--- config.mk ---
export PLATFORM = sky130hd
export DESIGN_NAME = key_value_line_tokenizer
export DESIGN_NICKNAME = d
export VERILOG_FILES = /design/src/kvlt_pkg.sv /design/src/kvlt_decode.sv /design/src/kvlt_evq.sv /design/src/key_value_line_tokenizer.sv
export SDC_FILE = /design/constraint.sdc
export NUM_CORES = 1
export LEC_CHECK = 0
export ABC_AREA = 0
export BUFFER_PORTS_ARGS = -buffer_cell sky130_fd_sc_hd__buf_4
export CAP_MARGIN = 5
export CORE_MARGIN = 3
export CORE_UTILIZATION = 45
export DETAILED_ROUTE_END_ITERATION = 12
export GPL_TIMING_DRIVEN = 0
export PLACE_DENSITY = 0.65
export RECOVER_POWER = 100
export REMOVE_ABC_BUFFERS = 1
export SLEW_MARGIN = 20
export SYNTH_ARGS = -nofsm -noshare
export SYNTH_HDL_FRONTEND = slang
export SYNTH_SLANG_ARGS = --single-unit
export TNS_END_PERCENT = 100
--- constraint.sdc ---
create_clock -name clock -period 3.1 [get_ports clock]
set_input_delay 0.31 -clock clock [delete_from_list [all_inputs] [get_ports clock]]
set_output_delay 0.31 -clock clock [all_outputs]
set_load 0.05 [all_outputs]
--- src/kvlt_pkg.sv ---
// ----------------------------------------------------------------------------
// kvlt_pkg
// Types, codes and character classes shared by the line tokenizer modules.
// ----------------------------------------------------------------------------
`default_nettype none

package kvlt_pkg;

   // Input item: one text byte or an end-of-data command.
   typedef struct packed {
      logic       command;
      logic [7:0] char_in;
   } req_type;

   // Result item: one tokenizer event.
   typedef struct packed {
      logic [2:0] event_res;
      logic [7:0] char_out;
      logic       last;
   } rsp_type;

   // Command codes.
   localparam logic CMD_TEXT = 1'b0;
   localparam logic CMD_END  = 1'b1;

   // Event codes.
   localparam logic [2:0] EV_NAME_CHAR  = 3'd0;
   localparam logic [2:0] EV_VALUE_CHAR = 3'd1;
   localparam logic [2:0] EV_NEXT_VALUE = 3'd2;
   localparam logic [2:0] EV_VALUES_RST = 3'd3;
   localparam logic [2:0] EV_COMMIT     = 3'd4;
   localparam logic [2:0] EV_LINE_RST   = 3'd5;

   // Parser state codes.
   localparam logic [3:0] ST_LINE_START   = 4'd0;
   localparam logic [3:0] ST_SKIP_LINE    = 4'd1;
   localparam logic [3:0] ST_IN_NAME      = 4'd2;
   localparam logic [3:0] ST_AFTER_NAME   = 4'd3;
   localparam logic [3:0] ST_BEFORE_VALUE = 4'd4;
   localparam logic [3:0] ST_IN_QUOTED    = 4'd5;
   localparam logic [3:0] ST_IN_PLAIN     = 4'd6;
   localparam logic [3:0] ST_AFTER_VALUE  = 4'd7;
   localparam logic [3:0] ST_COMMIT       = 4'd8;

   // Character constants.
   localparam logic [7:0] CH_SEMI  = 8'h3B;
   localparam logic [7:0] CH_EQ    = 8'h3D;
   localparam logic [7:0] CH_QUOTE = 8'h22;
   localparam logic [7:0] CH_COMMA = 8'h2C;
   localparam logic [7:0] CH_CR    = 8'h0D;
   localparam logic [7:0] CH_LF    = 8'h0A;
   localparam logic [7:0] CH_UNDER = 8'h5F;
   localparam logic [7:0] CH_SPACE = 8'h20;
   localparam logic [7:0] CH_TAB   = 8'h09;

   // Event chain handed from the decoder to the result queue.
   typedef struct packed {
      logic [1:0] count;
      logic [2:0] ev0;
      logic [2:0] ev1;
      logic [2:0] ev2;
      logic [7:0] ch;
      logic [3:0] next_state;
   } chain_type;

   // Letters, digits and underscore.
   function automatic logic is_name_char(input logic [7:0] c);
      return (c >= 8'h61 && c <= 8'h7A) || (c >= 8'h41 && c <= 8'h5A) ||
             (c >= 8'h30 && c <= 8'h39) || (c == CH_UNDER);
   endfunction

   function automatic logic is_blank(input logic [7:0] c);
      return (c == CH_SPACE) || (c == CH_TAB);
   endfunction

   function automatic logic is_eol(input logic [7:0] c);
      return (c == CH_CR) || (c == CH_LF);
   endfunction

endpackage

`default_nettype wire

--- src/kvlt_decode.sv ---
// ----------------------------------------------------------------------------
// kvlt_decode
// Next-state and event-chain decode for one byte or end command.
// ----------------------------------------------------------------------------
`default_nettype none

module kvlt_decode (
   input  kvlt_pkg::req_type   item,
   input  logic [3:0]          state,
   output kvlt_pkg::chain_type chain
);
   import kvlt_pkg::*;

   logic [7:0] c;

   assign c = item.char_in;

   // A byte that falls into skip-to-line-end is looked at again there: a line
   // end gives a line reset and goes back to line start, anything else stays.
   always_comb begin
      chain            = '0;
      chain.ch         = c;
      chain.next_state = state;
      if (item.command == CMD_END) begin
         chain.next_state = ST_LINE_START;
         if (state == ST_IN_PLAIN || state == ST_AFTER_VALUE) begin
            chain.count = 2'd2;
            chain.ev0   = EV_COMMIT;
            chain.ev1   = EV_LINE_RST;
         end else begin
            chain.count = 2'd1;
            chain.ev0   = EV_LINE_RST;
         end
      end else begin
         unique case (state) inside
            ST_LINE_START: begin
               if (c == CH_SEMI) begin
                  chain.next_state = ST_SKIP_LINE;
               end else if (is_name_char(c)) begin
                  chain.count      = 2'd1;
                  chain.ev0        = EV_NAME_CHAR;
                  chain.next_state = ST_IN_NAME;
               end
            end
            ST_SKIP_LINE: begin
               if (is_eol(c)) begin
                  chain.count      = 2'd1;
                  chain.ev0        = EV_LINE_RST;
                  chain.next_state = ST_LINE_START;
               end
            end
            ST_IN_NAME, ST_AFTER_NAME: begin
               if (is_name_char(c) && state == ST_IN_NAME) begin
                  chain.count = 2'd1;
                  chain.ev0   = EV_NAME_CHAR;
               end else if (is_blank(c)) begin
                  chain.next_state = ST_AFTER_NAME;
               end else if (c == CH_EQ) begin
                  chain.next_state = ST_BEFORE_VALUE;
               end else if (is_eol(c)) begin
                  chain.count      = 2'd1;
                  chain.ev0        = EV_LINE_RST;
                  chain.next_state = ST_LINE_START;
               end else begin
                  chain.next_state = ST_SKIP_LINE;
               end
            end
            ST_BEFORE_VALUE: begin
               if (is_name_char(c)) begin
                  // First value byte, handled as in a plain value.
                  chain.count      = 2'd1;
                  chain.ev0        = EV_VALUE_CHAR;
                  chain.next_state = ST_IN_PLAIN;
               end else if (c == CH_QUOTE) begin
                  chain.next_state = ST_IN_QUOTED;
               end else if (is_blank(c)) begin
                  chain.next_state = state;
               end else if (is_eol(c)) begin
                  // Empty value: reset values, commit, then clear the line.
                  chain.count      = 2'd3;
                  chain.ev0        = EV_VALUES_RST;
                  chain.ev1        = EV_COMMIT;
                  chain.ev2        = EV_LINE_RST;
                  chain.next_state = ST_LINE_START;
               end else begin
                  chain.next_state = ST_SKIP_LINE;
               end
            end
            ST_IN_QUOTED: begin
               if (is_eol(c)) begin
                  // Unterminated quote: the line is dropped.
                  chain.count      = 2'd1;
                  chain.ev0        = EV_LINE_RST;
                  chain.next_state = ST_LINE_START;
               end else if (c == CH_QUOTE) begin
                  chain.count      = 2'd1;
                  chain.ev0        = EV_NEXT_VALUE;
                  chain.next_state = ST_AFTER_VALUE;
               end else begin
                  chain.count = 2'd1;
                  chain.ev0   = EV_VALUE_CHAR;
               end
            end
            ST_IN_PLAIN: begin
               chain.count = 2'd1;
               if (is_eol(c)) begin
                  chain.count      = 2'd3;
                  chain.ev0        = EV_NEXT_VALUE;
                  chain.ev1        = EV_COMMIT;
                  chain.ev2        = EV_LINE_RST;
                  chain.next_state = ST_LINE_START;
               end else if (c == CH_COMMA) begin
                  chain.ev0        = EV_NEXT_VALUE;
                  chain.next_state = ST_BEFORE_VALUE;
               end else if (is_blank(c)) begin
                  chain.ev0        = EV_NEXT_VALUE;
                  chain.next_state = ST_AFTER_VALUE;
               end else begin
                  chain.ev0 = EV_VALUE_CHAR;
               end
            end
            ST_AFTER_VALUE: begin
               if (is_eol(c)) begin
                  chain.count      = 2'd2;
                  chain.ev0        = EV_COMMIT;
                  chain.ev1        = EV_LINE_RST;
                  chain.next_state = ST_LINE_START;
               end else if (is_blank(c)) begin
                  chain.next_state = state;
               end else if (c == CH_COMMA) begin
                  chain.next_state = ST_BEFORE_VALUE;
               end else begin
                  chain.next_state = ST_SKIP_LINE;
               end
            end
            ST_COMMIT: begin
               // Transient state: commit, then the byte goes to skip-line.
               chain.ev0 = EV_COMMIT;
               if (is_eol(c)) begin
                  chain.count      = 2'd2;
                  chain.ev1        = EV_LINE_RST;
                  chain.next_state = ST_LINE_START;
               end else begin
                  chain.count      = 2'd1;
                  chain.next_state = ST_SKIP_LINE;
               end
            end
            default: begin
               // Unreachable codes consume bytes silently.
               chain.next_state = state;
            end
         endcase
      end
   end

endmodule

`default_nettype wire

--- src/kvlt_evq.sv ---
// ----------------------------------------------------------------------------
// kvlt_evq
// Result register for one byte's event chain; one item a cycle unless stalled.
// ----------------------------------------------------------------------------
`default_nettype none

module kvlt_evq (
   input  logic                clock,
   input  logic                reset,
   input  logic                load,
   input  kvlt_pkg::chain_type chain,
   output logic                free,
   output logic                rsp_valid,
   input  logic                rsp_stall,
   output kvlt_pkg::rsp_type   rsp_data
);
   import kvlt_pkg::*;

   logic [1:0] cnt_ff, cnt_in;
   logic [2:0] ev0_ff, ev1_ff, ev2_ff;
   logic [7:0] ch_ff;
   logic       pop;

   assign rsp_valid = (cnt_ff != 2'd0);
   assign pop       = rsp_valid && !rsp_stall;
   assign free      = (cnt_ff == 2'd0) || (pop && cnt_ff == 2'd1);

   // Head of the chain drives the port; only append events carry the byte.
   always_comb begin
      rsp_data.event_res = ev0_ff;
      rsp_data.char_out  = (ev0_ff == EV_NAME_CHAR || ev0_ff == EV_VALUE_CHAR) ?
                           ch_ff : 8'd0;
      rsp_data.last      = (cnt_ff == 2'd1);
   end

   // Count update: load a new chain or step down on each taken item.
   always_comb begin
      cnt_in = cnt_ff;
      if (load && free) begin
         cnt_in = chain.count;
      end else if (pop) begin
         cnt_in = cnt_ff - 2'd1;
      end
   end

   always_ff @(posedge clock) begin
      if (reset) begin
         cnt_ff <= 2'd0;
      end else begin
         cnt_ff <= cnt_in;
      end
   end

   // Event slots shift toward the head as items leave.
   always_ff @(posedge clock) begin
      if (load && free) begin
         ev0_ff <= chain.ev0;
         ev1_ff <= chain.ev1;
         ev2_ff <= chain.ev2;
         ch_ff  <= chain.ch;
      end else if (pop) begin
         ev0_ff <= ev1_ff;
         ev1_ff <= ev2_ff;
      end
   end

   // A chain is only loaded when the previous one is gone or leaving.
   a_load_room: assert property (@(posedge clock) disable iff (reset)
      load |-> free)
      else $error("event chain loaded over a pending chain");

   // A taken item of a longer chain leaves exactly one fewer behind.
   a_pop_step: assert property (@(posedge clock) disable iff (reset)
      (pop && cnt_ff > 2'd1) |=> (cnt_ff == $past(cnt_ff) - 2'd1))
      else $error("event chain count stepped wrongly");

   // The last flag marks the final item of a chain only.
   a_last_final: assert property (@(posedge clock) disable iff (reset)
      (pop && rsp_data.last && !load) |=> (cnt_ff == 2'd0))
      else $error("items remain after the last item of a chain");

endmodule

`default_nettype wire

--- src/key_value_line_tokenizer.sv ---
// ----------------------------------------------------------------------------
// key_value_line_tokenizer
// Byte-serial tokenizer for name=value configuration lines.
//
//   channel  direction  handshake           payload
//   req_     in         req_valid/req_stall  command, char_in
//   rsp_     out        rsp_valid/rsp_stall  event_res, char_out, last
//
// A byte enters an input register, is decoded against the parser state and
// its one to three events, if any, are loaded into the result register. One
// byte per cycle while rsp_stall is low and each byte yields at most one
// event; the events of a byte go out one by one and hold back the next byte
// that has events. Reset (synchronous) clears the parser state to line start
// and empties both registers. A stalled result port backs up into req_stall.
// ----------------------------------------------------------------------------
`default_nettype none

module key_value_line_tokenizer (
   input  logic              clock,
   input  logic              reset,
   input  logic              req_valid,
   output logic              req_stall,
   input  kvlt_pkg::req_type req_data,
   output logic              rsp_valid,
   input  logic              rsp_stall,
   output kvlt_pkg::rsp_type rsp_data
);
   import kvlt_pkg::*;

   logic       in_valid_ff, in_valid_in;
   req_type    in_ff;
   logic [3:0] state_ff, state_in;
   chain_type  chain;
   logic       free;
   logic       in_take;
   logic       req_take;

   // Decode the held byte against the current state.
   kvlt_decode u_decode (
      .item  (in_ff),
      .state (state_ff),
      .chain (chain)
   );

   // The held byte moves on when it has no events or the chain slot is free.
   assign in_take   = in_valid_ff && ((chain.count == 2'd0) || free);
   assign req_stall = in_valid_ff && !in_take;
   assign req_take  = req_valid && !req_stall;

   // Input register.
   always_comb begin
      in_valid_in = in_valid_ff;
      if (req_take) begin
         in_valid_in = 1'b1;
      end else if (in_take) begin
         in_valid_in = 1'b0;
      end
      state_in = in_take ? chain.next_state : state_ff;
   end

   always_ff @(posedge clock) begin
      if (reset) begin
         in_valid_ff <= 1'b0;
         state_ff    <= ST_LINE_START;
      end else begin
         in_valid_ff <= in_valid_in;
         state_ff    <= state_in;
      end
   end

   always_ff @(posedge clock) begin
      if (req_take) begin
         in_ff <= req_data;
      end
   end

   // Result register and event sequencing.
   kvlt_evq u_evq (
      .clock     (clock),
      .reset     (reset),
      .load      (in_take && (chain.count != 2'd0)),
      .chain     (chain),
      .free      (free),
      .rsp_valid (rsp_valid),
      .rsp_stall (rsp_stall),
      .rsp_data  (rsp_data)
   );

   // An end command always returns the parser to line start.
   a_end_home: assert property (@(posedge clock) disable iff (reset)
      (in_take && in_ff.command == CMD_END) |=> (state_ff == ST_LINE_START))
      else $error("end command did not return to line start");

   // The commit state is transient and never held between bytes.
   a_no_commit_hold: assert property (@(posedge clock) disable iff (reset)
      state_ff <= ST_AFTER_VALUE)
      else $error("parser state left the reachable range");

   // An end command always yields at least one event.
   a_end_events: assert property (@(posedge clock) disable iff (reset)
      (in_valid_ff && in_ff.command == CMD_END) |-> (chain.count != 2'd0))
      else $error("end command produced no line reset");

endmodule

`default_nettype wire

Word level (Yosys, flattened, before mapping) --
Cells that the tools add are included.
Storage, ports and cells: register bits after elaboration 33, input port bits 13, output and inout port bits 14, logic and storage cells 132
Operators by class: $add $sub $neg 1, $lt $le $gt $ge 6, eq/ne operators 26, multiplexer cells 56, reductions and logical operators 34
Operator list (count):
- 4-bit two-way mux | 19
- 8-bit by 6-bit equality test with 1-bit output, second input constant | 5
- 5-bit one-hot mux with 8 select lines | 1
- 5-bit two-way mux | 7
- 11-bit two-way mux | 3
- 4-bit one-hot mux with 8 select lines | 1
- 8-bit by 4-bit equality test with 1-bit output, second input constant | 3
- 3-bit two-way mux | 8
- 8-bit two-way mux | 3
- 4-bit by 3-bit equality test with 1-bit output, second input constant | 4
- 8-bit by 7-bit >= comparator with 1-bit output, second input constant | 2
- 8-bit by 7-bit <= comparator with 1-bit output, second input constant | 2
- 2-bit two-way mux | 7
- 6-bit two-way mux | 2
- 3-bit one-hot mux with 4 select lines | 1
- 1-bit logical AND | 11
- 1-bit logical OR | 9
- 9-bit AND reduction | 1
- 9-bit nonzero test | 1
- 4-bit by 2-bit equality test with 1-bit output, second input constant | 2
- 8-bit by 7-bit equality test with 1-bit output, second input constant | 1
- 8-bit by 6-bit >= comparator with 1-bit output, second input constant | 1
- 8-bit by 6-bit <= comparator with 1-bit output, second input constant | 1
- 4-bit by 3-bit inequality test with 1-bit output, second input constant | 2
- other kinds (17) | 26

Logic depth before layout (Yosys ltp) --
depth after elaboration 17, mapped depth 9, mapped depth without buffers 8

By module --
From an unflattened synthesis, not the netlist that was laid out.
Unflattened totals: cell total of the unflattened synthesis 236, area, all modules 2220.9 µm²
Modules (own cells, without submodules):
- kvlt_decode | times used 1, cells each 138, area each 887.1 µm², seq. area each 0.0 µm²
- kvlt_evq | times used 1, cells each 65, area each 810.8 µm², seq. area each 550.5 µm²
- key_value_line_tokenizer | times used 1, cells each 33, area each 523.0 µm², seq. area each 370.4 µm²

Worst setup path before layout --
No wires, ideal clock.
path type register to register, start point register in_ff[4] (netlist bit), end point register in_ff[0] (netlist bit) (enable), library setup time 0.349 ns, data arrival time 2.576 ns, data required time 2.751 ns, slack 0.175 ns, cell stages (with the launch flop) 7, buffers on the path 0, period minus slack after synthesis 2.925 ns, cell sequence edfxtp_1 -> nor4b_4 -> o211ai_1 -> a32oi_1 -> a311oi_2 -> a21oi_1 -> nor2b_1
Between the ends: word-level cells in the longest chain between the ends 16, elaborated cells on any way between the ends 45, those cells by class order compare (6); eq/ne (8); mux (15); reduce/logical (16)
RTL lines:
- start: declaration | RTL line key_value_line_tokenizer.sv:31 | req_type in_ff;
- start signal: assignment | RTL line key_value_line_tokenizer.sv:73 | in_ff <= req_data;
- 8-bit by 7-bit >= comparator with 1-bit output / 8-bit by 7-bit <= comparator with 1-bit output (equally long branches) | RTL line kvlt_pkg.sv:68 | return (c >= 8'h61 && c <= 8'h7A) || (c >= 8'h41 && c <= 8'h5A) ||
- 1-bit logical AND | RTL line kvlt_pkg.sv:68
- 1-bit logical OR (2 in series) | RTL line kvlt_pkg.sv:68
- 1-bit logical OR | RTL line kvlt_pkg.sv:69 | (c >= 8'h30 && c <= 8'h39) || (c == CH_UNDER);
- 4-bit two-way mux / 1-bit logical AND (equally long branches) | RTL line kvlt_decode.sv:39, kvlt_decode.sv:53
- 5-bit two-way mux (on tied branches) | RTL line kvlt_decode.sv:37, kvlt_decode.sv:53
- 5-bit one-hot mux with 8 select lines * | RTL line kvlt_decode.sv:35 | unique case (state) inside
- 8-bit two-way mux * | RTL line kvlt_decode.sv:24 | if (item.command == CMD_END) begin
- 2-bit zero test * | RTL line key_value_line_tokenizer.sv:46 | assign in_take = in_valid_ff && ((chain.count == 2'd0) || free);
- 1-bit logical OR * | RTL line key_value_line_tokenizer.sv:46
- 1-bit logical AND * | RTL line key_value_line_tokenizer.sv:46
- 1-bit zero test * | RTL line key_value_line_tokenizer.sv:47 | assign req_stall = in_valid_ff && !in_take;
- 1-bit logical AND * | RTL line key_value_line_tokenizer.sv:47
- net req_stall | RTL line key_value_line_tokenizer.sv:22 | output logic req_stall,
- 1-bit zero test * | RTL line key_value_line_tokenizer.sv:48 | assign req_take = req_valid && !req_stall;
- 1-bit logical AND * | RTL line key_value_line_tokenizer.sv:48
The timed path passes the listed nets; every way through them passes the cells marked *. A chain may end at the register's enable or synchronous reset.

Worst setup path in the final report --
start point register state_ff[1], end point output port req_stall
Between the ends: word-level cells in the longest chain between the ends 10, elaborated cells on any way between the ends 21, those cells by class eq/ne (8); mux (4); reduce/logical (9)
RTL lines:
- start: declaration | RTL line key_value_line_tokenizer.sv:32 | logic [3:0] state_ff, state_in;
- start signal: assignment | RTL line key_value_line_tokenizer.sv:67 | state_ff <= state_in;
- 4-bit by 2-bit equality test with 1-bit output | RTL line kvlt_decode.sv:53 | if (is_name_char(c) && state == ST_IN_NAME) begin
- 1-bit logical AND | RTL line kvlt_decode.sv:53
- 5-bit two-way mux | RTL line kvlt_decode.sv:53
- 5-bit one-hot mux with 8 select lines | RTL line kvlt_decode.sv:35
- 8-bit two-way mux * | RTL line kvlt_decode.sv:24
- 2-bit zero test * | RTL line key_value_line_tokenizer.sv:46
- 1-bit logical OR * | RTL line key_value_line_tokenizer.sv:46
- 1-bit logical AND * | RTL line key_value_line_tokenizer.sv:46
- 1-bit zero test * | RTL line key_value_line_tokenizer.sv:47
- 1-bit logical AND * | RTL line key_value_line_tokenizer.sv:47
- end: declaration | RTL line key_value_line_tokenizer.sv:22
Every way passes the cells marked *; elsewhere a longest branch is shown, timed or not.

==> summary.md <==
| Metric | Value |
|---|---|
| Routed wire length | `4.129 mm` |
| Inserted Clock Buffers | `5` |
| Placed cell area | `2052 sq um` |
| R2R setup slack | `0.29 ns` |
| Count leader, synth | `edfxtp_1` |
| Synth area leaders | `edfxtp_1, dfxtp_1, nor2_1` |
| Synth Instances | `191` |
| CORE AREA | `3799 sq um` |
| Count of pins over their slew limit | `0` |
| Startpoint Class | `flip-flop` |
| Register area share after synthesis | `0.4408` |
| Max VDD drop | `293.8 uV` |
| IO Port Bufs | `26` |
| Critical Path End Type | `output port` |
| Number of library cell types mapped by synthesis | `54` |
| Slowest cell delay on critical path | `0.74 ns` |
| Final worst slack | `0.2548 ns` |
| Yosys warns | `0` |
| Crit path DAT | `2.54 ns` |
| Final instance area | `2081 sq um` |
| Worst clock skew | `0.01120 ns` |
| Hold path depth | `1` |
| Netlist Area Pre-Place | `1839 sq um` |
| Maximum clock frequency | `351.5 MHz` |
| Longest Clk Path Bufs | `2` |
| Worst path cell trace | `nor2b_1 > o31ai_2 > a32oi_1 > a311oi_2 > a21oi_1 > buf_4` |
| Hold Violations, Final | `0` |
| MaxCap Viol Count | `0` |
| EDFF count, synth | `23` |
| Area growth syn-to-layout | `13.13%` |
| Final number of setup-violating endpoints | `0` |
| Slew HR | `0.5589` |
| Initial core utilization | `0.4842` |
| CTS tree | `yes` |
| I/O Pins | `27` |
| Layout cell share with drive strength beyond 1 | `0.1290` |
| CP top delay family | `compound AO/OA/AOI/OAI gates` |
| Yosys top cell by area | `edfxtp_1` |
| Pwr per Cell Area | `488.0 nW/um^2` |
| Max stage delay cell, worst path | `dfxtp_1` |
| Critical hold path startpoint | `req_data[3]` |
| Initial antenna violation count | `0` |
| # hold bufs at CTS | `0` |
| Ant diodes | `0` |
| Reg-to-reg startpoint | `state_ff[1]` |
| R2R Path End | `u_evq.ev0_ff[0]` |
| Buffers inserted by post-CTS timing repair | `0` |
| DRC errors left | `0` |
| RSZ-0062 raised after global routing | `false` |
| Tcrit/Tclk final | `0.9178` |
| Ys async rst share | `0` |
| HPWL after detailed placement | `3.062 mm` |
| Post-synth top area share | `0.3755` |
| Endpoint, Worst Hold | `in_ff[3]` |
| Drt wl/cell | `15.58 um` |
| Clk slew on worst S/H paths | `0.07 ns` |
| WP buf/inv | `1` |
| DRT iter0 DRCs | `121` |
| Static leakage | `0.7732 nW` |
| Global route overflow | `0` |
| Worst r2r path cells | `7` |
| Pin count of the biggest net entering global routing | `23` |
| ANT nets after route | `0` |
| GRT Util Overall | `0.1781` |
| TNS Setup | `0 ns` |
| Status | `finished clean` |
| First-pass GRT wire length | `6.893 mm` |
| DIE HEIGHT | `69.93 um` |
| CTS Root Cell | `clkbuf_8` |
| Number of global-route vias before repair | `1,468` |
| Global placement routability congestion | `0.8712` |
| Maximum net fanout on the critical path | `22` |
| Setup Slack @ Placement | `0.1608 ns` |
| Synth cell count leaders | `edfxtp_1, nor2_1, nand2_1, a21oi_1, and2_1` |
| # rows | `22` |
| Worst Max-Slew Pin Slew | `0.6607 ns` |
| Vias per cell | `5.921` |
| Avg Cell Area, Syn | `9.630 sq um` |
| Resize count post-CTS | `0` |
| FF+latch count, synth | `29` |
| Vias | `1,569` |
| CP Class | `flip-flop to output port` |
| Initial DRT Pass Iterations | `4` |
| Critical Path Start | `state_ff[1]` |
| Nets | `231` |
| Required time of the critical path | `2.79 ns` |
| Fin crit period | `2.845 ns` |
| Hold Crit Class | `input pin to flip-flop` |
| Die area | `4890 sq um` |
| Clk sink count | `29` |
| Dominant synthesized flop cell | `edfxtp_1` |
| CTS H-Tree Depth | `2` |
| Worst skew pair latency | `0.29 ns` |
| DIE WIDTH | `69.93 um` |
-- logic make-up (layout without fill, tap and decap cells) --
kind of cell | Yosys count | after routing | synth area share
and+or+nand+nor | 89 | 89 | 0.2694
AOI/OAI and AO/OA | 51 | 51 | 0.2184
adders and majority gates | 2 | 2 | 0.01360
buffers and inverters | 17 | 43 | 0.04149
DFF | 29 | 29 | 0.4408
muxes | 3 | 3 | 0.01633
-- layout by cell type (no fill, tap or decap), types with 2 or more instances in the layout --
master / instances
a311oi_2: 2
a31oi_1: 3
clkbuf_4: 8
ha_1: 2
nor2b_1: 4
nor3_1: 7
nor2_1: 20
a21o_1: 2
nand2b_1: 6
mux2i_1: 3
and3b_1: 4
nor3b_1: 2
nand4_1: 2
a21oi_1: 9
nand2_1: 17
clkbuf_8: 5
edfxtp_1: 23
clkbuf_1: 15
or3b_1: 2
inv_1: 9
and2_0: 2
o21ai_0: 8
and2_1: 8
buf_4: 5
o211ai_1: 6
nand3_1: 6
dfxtp_1: 6
o31ai_1: 3
-- metal layers --
layer / routed length (um) / share of wire / track usage / vias up
li1: - / - / - / 764
met1: 1827 / 0.44 / 0.2348 / 736
met2: 1926 / 0.47 / 0.2602 / 57
met3: 258 / 0.062 / 0.06187 / 12
met4: 116 / 0.028 / 0.08511 / 0
met5: 0 / 0 / 0 / -
-- through the flow --
step / util / total power, mW / cells / hold WS, ns
global placement: 0.5402 / 0.7403 / 257 / 0.4881
finish: 0.5478 / 1.015 / 265 / 0.2148
global route: 0.5478 / 1.073 / 265 / 0.2062
floorplan: - / 0.6711 / 183 / 0.3824
detailed placement: 0.5402 / 0.7462 / 257 / 0.4895
CTS: 0.5616 / 1.038 / 265 / 0.1916
-- worst register-to-register path, delay by kind of cell, from the launching register on --
family / cells / cell delay (ns)
AOI/OAI and AO/OA: 5 / 1.00
buffers and inverters: 1 / 0.37
DFF: 1 / 0.74
and+or+nand+nor: 1 / 0.42
-- layout make-up --
cell class                 count  area (sq um)
clock buffer                   7         76.32
multi-input combinational    145         948.4
inverter                       9         33.78
timing repair buffer          26         146.4
fill                         360          1718
tap                           48         60.06
sequential                    29         810.8
clock inverter                 1         5.005
-- how the worst max path moves through the flow --
stage                       to  slack [ns]  cells after the start
2_1_floorplan         in_ff[0]        0.17                      6
3_3_place_gp          in_ff[7]        0.22                      6
3_5_place_dp          in_ff[2]        0.16                      6
4_1_cts               in_ff[8]        0.15                      6
5_1_grt        u_evq.ev0_ff[0]        0.03                      7
6_report             req_stall        0.25                      6
-- state kept, by name, summed over array words and instances (netlist names) --
| signal | count |
|---|---|
| in_ff | 9 |
| in_valid_ff | 1 |
| state_ff | 3 |
| u_evq.ch_ff | 8 |
| u_evq.cnt_ff | 2 |
| u_evq.ev0_ff | 3 |
| u_evq.ev1_ff | 2 |
| u_evq.ev2_ff | 1 |
-- power by group --
part / switching, mW / internal [mW] / total, mW
Sequential: 0.0334 / 0.454 / 0.488
Combinational: 0.158 / 0.0746 / 0.232
Clock: 0.138 / 0.157 / 0.295
(Power assumes the default switching activity.)
